## config.mk

```make
export PLATFORM = sky130hd
export DESIGN_NAME = cartridge_bank_mapper_rtc_core_flat
export DESIGN_NICKNAME = d
export VERILOG_FILES = /design/src/sv/cbm_pkg.sv /design/src/sv/cbm_if.sv /design/src/sv/cbm_decode.sv /design/src/sv/cartridge_bank_mapper_rtc_core.sv /design/src/flat_wrapper.sv
export SDC_FILE = /design/constraint.sdc
export NUM_CORES = 1
export LEC_CHECK = 0
export BUFFER_PORTS_ARGS = -buffer_cell sky130_fd_sc_hd__buf_4
export CORE_ASPECT_RATIO = 0.5
export CORE_MARGIN = 1.5
export CORE_UTILIZATION = 53
export CTS_CLUSTER_SIZE = 12
export DETAILED_ROUTE_END_ITERATION = 16
export GPL_TIMING_DRIVEN = 0
export PLACE_DENSITY = 0.78
export SLEW_MARGIN = 15
export SYNTH_ARGS = -nofsm -noshare
export SYNTH_HDL_FRONTEND = slang
export SYNTH_SLANG_ARGS = --single-unit
export TNS_END_PERCENT = 5
```

## constraint.sdc

```tcl
create_clock -name i_clk -period 4.3 [get_ports i_clk]
set_input_delay 0.645 -clock i_clk [delete_from_list [all_inputs] [get_ports i_clk]]
set_output_delay 0.645 -clock i_clk [all_outputs]
set_load 0.01 [all_outputs]
```

## src/sv/cbm_pkg.sv

```systemverilog
// cbm_pkg: shared types and constants for the cartridge bank mapper with clock registers
// used by the channel interfaces, the access decoder and the top level
package cbm_pkg;

    // result action codes
    typedef enum logic [2:0] {
        ACT_NONE      = 3'd0,
        ACT_ROM_READ  = 3'd1,
        ACT_RAM_READ  = 3'd2,
        ACT_RAM_WRITE = 3'd3,
        ACT_DIRECT    = 3'd4
    } t_action;

    localparam int ROM_ADDR_W = 22;
    localparam int RAM_ADDR_W = 21;
    localparam int ROM_OFF_W  = 14;   // 16 KiB rom bank
    localparam int RAM_OFF_W  = 13;   // 8 KiB ram bank
    localparam int CLK_REGS   = 5;

    // bus map boundaries
    localparam logic [15:0] ADDR_ROM_BANK_SEL = 16'h2000;
    localparam logic [15:0] ADDR_ROM_BANKED   = 16'h4000;
    localparam logic [15:0] ADDR_LATCH        = 16'h6000;
    localparam logic [15:0] ADDR_UNMAPPED     = 16'h8000;
    localparam logic [15:0] ADDR_WIN_LO       = 16'hA000;
    localparam logic [15:0] ADDR_WIN_HI       = 16'hBFFF;

    localparam logic [3:0] ENABLE_KEY   = 4'hA;
    localparam logic [7:0] SEL_RAM_MAX  = 8'h03;
    localparam logic [7:0] SEL_CLK_LO   = 8'h08;
    localparam logic [7:0] SEL_CLK_HI   = 8'h0C;
    localparam logic [7:0] LATCH_VALUE  = 8'h01;
    localparam logic [7:0] ROM_BANK_RST = 8'h01;

    // configuration port
    localparam int CFG_ADDR_W = 3;
    localparam int CFG_DATA_W = 32;
    localparam logic REG_IDX_RAM_PRESENT = 1'b0;

    typedef struct packed {
        logic        kind;
        logic [15:0] address;
        logic [7:0]  write_value;
        logic [5:0]  time_seconds;
        logic [5:0]  time_minutes;
        logic [4:0]  time_hours;
    } t_item;

    typedef struct packed {
        t_action                 action;
        logic [ROM_ADDR_W-1:0]   rom_address;
        logic [RAM_ADDR_W-1:0]   ram_address;
        logic [7:0]              read_data;
        logic [7:0]              ram_write_data;
    } t_result;

    typedef struct packed {
        logic                        ram_clock_enable;
        logic [7:0]                  rom_bank;
        logic [7:0]                  bank_select;
        logic                        ram_mode;
        logic [CLK_REGS-1:0][7:0]    clock_bytes;
    } t_state;

endpackage

```

## src/sv/cbm_if.sv

```systemverilog
// cbm_in_if / cbm_out_if: valid/ready channels for bus accesses and mapper results
// depends on cbm_pkg
interface cbm_in_if;
    import cbm_pkg::*;
    logic        valid;
    logic        ready;
    logic        kind;
    logic [15:0] address;
    logic [7:0]  write_value;
    logic [5:0]  time_seconds;
    logic [5:0]  time_minutes;
    logic [4:0]  time_hours;

    modport source (output valid, kind, address, write_value, time_seconds,
                    time_minutes, time_hours, input ready);
    modport sink   (input valid, kind, address, write_value, time_seconds,
                    time_minutes, time_hours, output ready);
endinterface

interface cbm_out_if;
    import cbm_pkg::*;
    logic                  valid;
    logic                  ready;
    t_action               action;
    logic [ROM_ADDR_W-1:0] rom_address;
    logic [RAM_ADDR_W-1:0] ram_address;
    logic [7:0]            read_data;
    logic [7:0]            ram_write_data;

    modport source (output valid, action, rom_address, ram_address, read_data,
                    ram_write_data, input ready);
    modport sink   (input valid, action, rom_address, ram_address, read_data,
                    ram_write_data, output ready);
endinterface

```

## src/sv/cbm_decode.sv

```systemverilog
// cbm_decode: decodes one bus access against the mapper state
// gives the result and the next mapper state; depends on cbm_pkg
module cbm_decode (
    input  logic            i_ram_present,
    input  cbm_pkg::t_item  i_item,
    input  cbm_pkg::t_state i_state,
    output cbm_pkg::t_result o_result,
    output cbm_pkg::t_state  o_state
);
    import cbm_pkg::*;

    logic                 w_in_window;
    logic                 w_window_open;
    logic                 w_clk_sel_ok;
    logic [2:0]           w_clk_idx;
    logic [RAM_ADDR_W-1:0] w_ram_off;
    logic [7:0]           w_val;
    logic [15:0]          w_addr;

    assign w_addr        = i_item.address;
    assign w_val         = i_item.write_value;
    assign w_in_window   = (w_addr >= ADDR_WIN_LO) && (w_addr <= ADDR_WIN_HI);
    assign w_window_open = i_ram_present && i_state.ram_clock_enable;
    assign w_clk_sel_ok  = (i_state.bank_select >= SEL_CLK_LO) &&
                           (i_state.bank_select <= SEL_CLK_HI);
    assign w_clk_idx     = 3'(i_state.bank_select - SEL_CLK_LO);
    // bank times 8 KiB plus window offset
    assign w_ram_off     = {i_state.bank_select, w_addr[RAM_OFF_W-1:0]};

    always_comb begin
        o_result = '0;
        o_result.action = ACT_NONE;
        o_state  = i_state;
        if (!i_item.kind) begin
            if (w_addr < ADDR_ROM_BANKED) begin
                o_result.action      = ACT_ROM_READ;
                o_result.rom_address = {6'b0, w_addr};
            end else if (w_addr < ADDR_UNMAPPED) begin
                o_result.action      = ACT_ROM_READ;
                o_result.rom_address = {i_state.rom_bank, w_addr[ROM_OFF_W-1:0]};
            end else if (w_in_window && w_window_open) begin
                if (i_state.ram_mode) begin
                    o_result.action      = ACT_RAM_READ;
                    o_result.ram_address = w_ram_off;
                end else if (w_clk_sel_ok) begin
                    o_result.action    = ACT_DIRECT;
                    o_result.read_data = i_state.clock_bytes[w_clk_idx];
                end
            end
        end else begin
            if (w_addr < ADDR_ROM_BANK_SEL) begin
                o_state.ram_clock_enable = (w_val[3:0] == ENABLE_KEY);
            end else if (w_in_window) begin
                if (w_window_open) begin
                    if (i_state.ram_mode) begin
                        o_result.action         = ACT_RAM_WRITE;
                        o_result.ram_address    = w_ram_off;
                        o_result.ram_write_data = w_val;
                    end else if (w_clk_sel_ok) begin
                        o_state.clock_bytes[w_clk_idx] = w_val;
                    end
                end
            end else if (w_addr < ADDR_ROM_BANKED) begin
                o_state.rom_bank = (w_val == 8'd0) ? ROM_BANK_RST : w_val;
            end else if (w_addr < ADDR_LATCH) begin
                if (w_val <= SEL_RAM_MAX) begin
                    o_state.ram_mode = 1'b1;
                end else if (w_val >= SEL_CLK_LO && w_val <= SEL_CLK_HI) begin
                    o_state.ram_mode = 1'b0;
                end
                o_state.bank_select = w_val;
            end else if (w_addr < ADDR_UNMAPPED) begin
                // latch copies time of day, no ready check
                if (w_val == LATCH_VALUE) begin
                    o_state.clock_bytes[0] = {2'b0, i_item.time_seconds};
                    o_state.clock_bytes[1] = {2'b0, i_item.time_minutes};
                    o_state.clock_bytes[2] = {3'b0, i_item.time_hours};
                end
            end
        end
    end

endmodule

```

## src/sv/cartridge_bank_mapper_rtc_core.sv

```systemverilog
// cartridge_bank_mapper_rtc_core: top level of the cartridge bank mapper with clock registers
// depends on cbm_pkg, cbm_in_if / cbm_out_if and cbm_decode
//
// usage:
//   i_in carries one cpu bus access per beat (kind, address, write data, host time)
//   o_out returns one result beat per access: action code, physical rom or ram
//   address, clock register data or ram write data
//   apb port holds ram_present at byte address 0 (bit 0), reset value 1
//   each beat is captured in an input register, decoded against the bank state and
//   placed in the result register, which drives o_out; one beat per cycle is
//   sustained while o_out does not stall
//   bank state updates at the same edge that loads the result register
//   when o_out stalls the result holds, one more beat is taken into the input
//   register, then i_in.ready drops until the result drains
//   reset puts rom bank 1, ram banking mode, select 0, enable off, clock bytes 0
//   and empties both registers
module cartridge_bank_mapper_rtc_core (
    input  logic                             i_clk,
    input  logic                             i_rst_n,
    cbm_in_if.sink                           i_in,
    cbm_out_if.source                        o_out,
    input  logic                             psel,
    input  logic                             penable,
    input  logic                             pwrite,
    input  logic [cbm_pkg::CFG_ADDR_W-1:0]   paddr,
    input  logic [cbm_pkg::CFG_DATA_W-1:0]   pwdata,
    output logic [cbm_pkg::CFG_DATA_W-1:0]   prdata,
    output logic                             pready
);
    import cbm_pkg::*;

    logic    r_in_valid;
    t_item   r_in_item;
    logic    r_out_valid;
    t_result r_out;
    t_state  r_state;
    t_state  n_state;
    t_result n_out;
    logic    r_ram_present;
    logic    w_adv;
    logic    w_in_take;
    logic    w_cfg_wr;

    // stage moves when the result register is free or being drained
    assign w_adv       = r_in_valid && (!r_out_valid || o_out.ready);
    assign i_in.ready  = !r_in_valid || w_adv;
    assign w_in_take   = i_in.valid && i_in.ready;

    cbm_decode u_decode (
        .i_ram_present (r_ram_present),
        .i_item        (r_in_item),
        .i_state       (r_state),
        .o_result      (n_out),
        .o_state       (n_state)
    );

    always_ff @(posedge i_clk) begin
        if (!i_rst_n) begin
            r_in_valid <= 1'b0;
        end else if (i_in.ready) begin
            r_in_valid <= i_in.valid;
        end
    end

    always_ff @(posedge i_clk) begin
        if (w_in_take) begin
            r_in_item.kind         <= i_in.kind;
            r_in_item.address      <= i_in.address;
            r_in_item.write_value  <= i_in.write_value;
            r_in_item.time_seconds <= i_in.time_seconds;
            r_in_item.time_minutes <= i_in.time_minutes;
            r_in_item.time_hours   <= i_in.time_hours;
        end
    end

    always_ff @(posedge i_clk) begin
        if (!i_rst_n) begin
            r_out_valid <= 1'b0;
        end else if (w_adv) begin
            r_out_valid <= 1'b1;
        end else if (o_out.ready) begin
            r_out_valid <= 1'b0;
        end
    end

    always_ff @(posedge i_clk) begin
        if (w_adv) begin
            r_out <= n_out;
        end
    end

    always_ff @(posedge i_clk) begin
        if (!i_rst_n) begin
            r_state.ram_clock_enable <= 1'b0;
            r_state.rom_bank         <= ROM_BANK_RST;
            r_state.bank_select      <= 8'd0;
            r_state.ram_mode         <= 1'b1;
            r_state.clock_bytes      <= '0;
        end else if (w_adv) begin
            r_state <= n_state;
        end
    end

    // apb register file
    assign pready   = 1'b1;
    assign w_cfg_wr = psel && penable && pwrite;

    always_ff @(posedge i_clk) begin
        if (!i_rst_n) begin
            r_ram_present <= 1'b1;
        end else if (w_cfg_wr && (paddr[CFG_ADDR_W-1] == REG_IDX_RAM_PRESENT)) begin
            r_ram_present <= pwdata[0];
        end
    end

    always_comb begin
        prdata = '0;
        if (paddr[CFG_ADDR_W-1] == REG_IDX_RAM_PRESENT) begin
            prdata = {{(CFG_DATA_W-1){1'b0}}, r_ram_present};
        end
    end

    assign o_out.valid          = r_out_valid;
    assign o_out.action         = r_out.action;
    assign o_out.rom_address    = r_out.rom_address;
    assign o_out.ram_address    = r_out.ram_address;
    assign o_out.read_data      = r_out.read_data;
    assign o_out.ram_write_data = r_out.ram_write_data;

    // bank state only moves with a decoded beat
    a_state_hold: assert property (@(posedge i_clk) disable iff (!i_rst_n)
        !w_adv |=> $stable(r_state))
        else $error("bank state changed without a beat");

    // rom bank never holds zero
    a_rom_bank_nz: assert property (@(posedge i_clk) disable iff (!i_rst_n)
        r_state.rom_bank != 8'd0)
        else $error("rom bank is zero");

    // clock mode is entered only by a clock select
    a_clk_mode_sel: assert property (@(posedge i_clk) disable iff (!i_rst_n)
        $fell(r_state.ram_mode) |->
            (r_state.bank_select >= SEL_CLK_LO && r_state.bank_select <= SEL_CLK_HI))
        else $error("clock mode without clock select");

    // a waiting input beat is not lost while the result stalls
    a_in_hold: assert property (@(posedge i_clk) disable iff (!i_rst_n)
        r_in_valid && !w_adv |=> r_in_valid && $stable(r_in_item))
        else $error("stalled input beat lost");

endmodule

```

## src/flat_wrapper.sv

```systemverilog
// flat-port wrapper written by rule: the top's interface ports become plain ports
module cartridge_bank_mapper_rtc_core_flat import cbm_pkg::*;
  (i_clk, i_rst_n, psel, penable, pwrite, paddr, pwdata, prdata, pready, i_in_valid, i_in_kind, i_in_address, i_in_write_value, i_in_time_seconds, i_in_time_minutes, i_in_time_hours, i_in_ready, o_out_valid, o_out_action, o_out_rom_address, o_out_ram_address, o_out_read_data, o_out_ram_write_data, o_out_ready);
  cbm_in_if i_in_i ();
  cbm_out_if o_out_i ();
  input  logic i_clk;
  input  logic i_rst_n;
  input  logic psel;
  input  logic penable;
  input  logic pwrite;
  input  logic [cbm_pkg::CFG_ADDR_W-1:0] paddr;
  input  logic [cbm_pkg::CFG_DATA_W-1:0] pwdata;
  output logic [cbm_pkg::CFG_DATA_W-1:0] prdata;
  output logic pready;
  input wire logic [$bits(i_in_i.valid)-1:0] i_in_valid;
  input wire logic [$bits(i_in_i.kind)-1:0] i_in_kind;
  input wire logic [$bits(i_in_i.address)-1:0] i_in_address;
  input wire logic [$bits(i_in_i.write_value)-1:0] i_in_write_value;
  input wire logic [$bits(i_in_i.time_seconds)-1:0] i_in_time_seconds;
  input wire logic [$bits(i_in_i.time_minutes)-1:0] i_in_time_minutes;
  input wire logic [$bits(i_in_i.time_hours)-1:0] i_in_time_hours;
  output wire logic [$bits(i_in_i.ready)-1:0] i_in_ready;
  output wire logic [$bits(o_out_i.valid)-1:0] o_out_valid;
  output wire logic [$bits(o_out_i.action)-1:0] o_out_action;
  output wire logic [$bits(o_out_i.rom_address)-1:0] o_out_rom_address;
  output wire logic [$bits(o_out_i.ram_address)-1:0] o_out_ram_address;
  output wire logic [$bits(o_out_i.read_data)-1:0] o_out_read_data;
  output wire logic [$bits(o_out_i.ram_write_data)-1:0] o_out_ram_write_data;
  input wire logic [$bits(o_out_i.ready)-1:0] o_out_ready;
  assign i_in_i.valid = i_in_valid;
  assign i_in_i.kind = i_in_kind;
  assign i_in_i.address = i_in_address;
  assign i_in_i.write_value = i_in_write_value;
  assign i_in_i.time_seconds = i_in_time_seconds;
  assign i_in_i.time_minutes = i_in_time_minutes;
  assign i_in_i.time_hours = i_in_time_hours;
  assign i_in_ready = i_in_i.ready;
  assign o_out_valid = o_out_i.valid;
  assign o_out_action = o_out_i.action;
  assign o_out_rom_address = o_out_i.rom_address;
  assign o_out_ram_address = o_out_i.ram_address;
  assign o_out_read_data = o_out_i.read_data;
  assign o_out_ram_write_data = o_out_i.ram_write_data;
  assign o_out_i.ready = o_out_ready;
  cartridge_bank_mapper_rtc_core u_core (.i_clk(i_clk), .i_rst_n(i_rst_n), .i_in(i_in_i), .o_out(o_out_i), .psel(psel), .penable(penable), .pwrite(pwrite), .paddr(paddr), .pwdata(pwdata), .prdata(prdata), .pready(pready));
endmodule
```

==> impl_metrics.csv <==
group,metric,value,unit
yosys,synthArstFlopShare,0,
power_and_ir_drop,peakVddDrop,0.260,mV
sta,totalNegativeSetupSlack,0,ns
yosys,synth_commonest_cells,"104 x edfxtp_1, 62 x nand2_1, 61 x dfxtp_1",
global_route,grt_pass1_wl,23800,µm
global_route,grt_overflow_total,0,
die,coreArea,12700,µm²
cells_and_area,fin_cells,911,
route,routed_wl,15600,µm
yosys,syn_area,6950,µm²
power_and_ir_drop,powerDensity,390,nW/µm²
sta,slew_headroom,0.302,
setup_path,crit_path_max_incr_delay,0.78,ns
run,drv_cap,0,
sta,whs,0.394,ns
yosys,syn_avg_cell_area,12.3,µm²
clocking,cts_root_buf,"clkbuf_16",
yosys,synth_edf_count,104,
global_route,antenna_found_initial,0,
setup_path,worstSetupPathType,"flop to flop",
setup_path,required,4.65,ns
global_route,grt.total_usage,0.230,
placed_design,place_inst,880,
setup_path,start_kind,"flop",
route,drc,0,
cells_and_area,multi_input_area,2330,µm²
clocking,numCtsBuffers,17,
setup_path,slowest_stage,"nor3_1",
yosys,synth_top_area_share,0.450,
clocking,cts_num_sinks,165,
sta,fin_crit,2.60,ns
cells_and_area,fin_nets,813,
yosys,ys_top_cells_by_area,"edfxtp_1 45%, dfxtp_1 18%, mux2i_1 5.9%",
yosys,ys_ff_latch,165,
power_and_ir_drop,p_total,0.00342,W
clocking,cts_buffer_depth,2,
setup_path,cp-end-kind,"flop",
clocking,cts_tree,"yes",
sta,tightestPinTransition,1.04,ns
setup_path,cp_max_fo,10,
die,pin_count,181,
yosys,synth_most_common_cell,"edfxtp_1",
clocking,holdBufCountCts,0,
setup_path,critPathArrivalTime,2.94,ns
clocking,h-tree-depth,4,
placed_design,gp_congestion,0.914,
sta,setup_viol,0,
yosys,yosysSeqAreaShare,0.625,
yosys,synth.distinct_cells,50,
clocking,postCtsSetupBuffers,0,
clocking,path_clk_slew,0.07,ns
yosys,synth_flop_cell,"edfxtp_1",
sta,drv_slew,0,
sta,rsz0062_at_grt,"false",
placed_design,port-buffer-count,114,
die,start_util,0.545,
route,ant_nets,0,
cells_and_area,n_fill_cell,919,
setup_path,worstPathCellList,"clkbuf_1, inv_2, nor3_1, nor4b_1, buf_2, mux2i_1",
sta,timing.fmax,385,MHz
yosys,synthCells,563,
cells_and_area,diodes,0,
setup_path,reg2reg_setup_slack,1.70,ns
worst_hold_path,hp-class,"input port to flop",
placed_design,hpwl,10900,µm
run_status,run_status,"completed",
cells_and_area,postLayoutCoreUtil,0.689,
sta,post-route-period-util,0.604,
yosys,ys_warn_count,0,
global_route,grt_max_degree,30,
route,vias_per_cell,5.41,
yosys,synth_largest_area_cell,"edfxtp_1",
route,drt-pass1-iter-count,5,
cells_and_area,ff_latch_area,4340,µm²
global_route,grt_pass1_vias,4688,
power_and_ir_drop,p_leak,3.60,nW
clocking,cts_resized,0,
die,die_h,84.0,µm
route,drt_iter0_drc,505,
route,wl_per_cell,17.2,µm
cells_and_area,drive_above_1_share,0.282,
die,dieArea,13800,µm²
clocking,clock_latency,0.42,ns
sta,clock_skew,0.0116,ns
cells_and_area,syn2layout_area_growth,26.3,%
die,die_w,165,µm
route,num_vias,4924,
die,row_count,29,
sta,hold_viol,0,
-- worst paths after layout --
path                                        start                         endpoint  depth (start not counted)
setup / recovery  u_core.r_state[43]$_SDFFE_PN0P_  u_core.r_state[32]$_SDFFE_PN0P_                          6
setup reg to reg  u_core.r_state[43]$_SDFFE_PN0P_  u_core.r_state[32]$_SDFFE_PN0P_                          6
hold reg to reg   u_core.r_state[30]$_SDFFE_PN0P_  u_core.r_state[30]$_SDFFE_PN0P_                          2
hold / removal                   i_in_address[13]   u_core.r_in_item[38]$_DFFE_PP_                          1
-- final cells by class --
cell class	count	share of cell area
buffer	69	0.0439
clock buffer	17	0.0485
clock inverter	14	0.0144
inverter	6	0.00257
multi-input combinational	353	0.265
sequential	165	0.495
tap	170	0.0242
timing repair buffer	117	0.106
-- kinds of logic (layout without fill, tap and decap cells) --
logic type,Yosys count,in the layout,synth area share
and+or+nand+nor,206,206,0.157
DFF,165,165,0.625
buffers and inverters,75,223,0.0587
AOI/OAI and AO/OA,66,66,0.0749
muxes,49,49,0.0834
other,2,32,0.00108
-- where the power goes --
part / internal (W) / switching, W / leakage, nW
logic: 0.000106 / 0.000130 / 1.81
registers: 0.00173 / 0.0000220 / 1.52
clock network: 0.000798 / 0.000633 / 0.270
total: 0.00263 / 0.000785 / 3.60
-- registers in the layout (all words and copies together), names as in the netlist --
signal / count
u_core.o_out.valid: 1
u_core.o_out.read_data: 8
u_core.r_in_valid: 1
u_core.r_ram_present: 1
u_core.o_out.ram_write_data: 8
u_core.r_state: 58
u_core.o_out.ram_address: 21
u_core.o_out.action: 3
u_core.r_in_item: 42
u_core.o_out.rom_address: 22
-- critical path, delay by kind of cell (launching register included) --
| kind | cells | cell delay [ns] |
|---|---|---|
| flops | 1 | 0.33 |
| mux | 1 | 0.23 |
| simple gates | 2 | 1.08 |
| buf+inv | 3 | 0.88 |
-- layout by cell type, fill, tap and decap left out, types with 3 or more instances in the layout --
cell type	Yosys	layout
nor4_1	4	3
nand2_1	62	62
a21o_1	17	17
edfxtp_1	104	104
nor3_1	7	7
inv_6	0	4
nor3b_1	4	3
buf_2	5	5
mux4_2	7	7
a21oi_1	11	11
clkbuf_16	0	17
inv_1	3	3
conb_1	2	32
a22oi_1	8	8
dfxtp_1	61	61
and2_1	36	35
nand3_1	29	29
and3_1	15	15
nor2_1	24	23
mux2i_1	41	41
buf_4	32	146
clkinv_4	0	3
o21ai_0	12	12
clkbuf_1	28	28
buf_1	4	4
nor2b_1	6	6
clkinv_2	0	4
a32o_1	7	7
-- per-layer routing --
layer  up-vias  global-route usage  wire [µm]
met4         0              0.0966        354
met5         -                   0          0
li1       2313                   -          -
met1      2340               0.294       6510
met3        36              0.0492       1220
met2       235               0.382       7560
-- stage by stage --
stage / setup WS (ns) / cell area [µm²]
after floorplan: 0.398 / 7060
after global placement: -0.563 / 8130
after detailed placement: 1.57 / 8220
after CTS: 1.66 / 8770
after global routing: 1.45 / 8770
final: 1.70 / 8770
(Power assumes the default switching activity.)
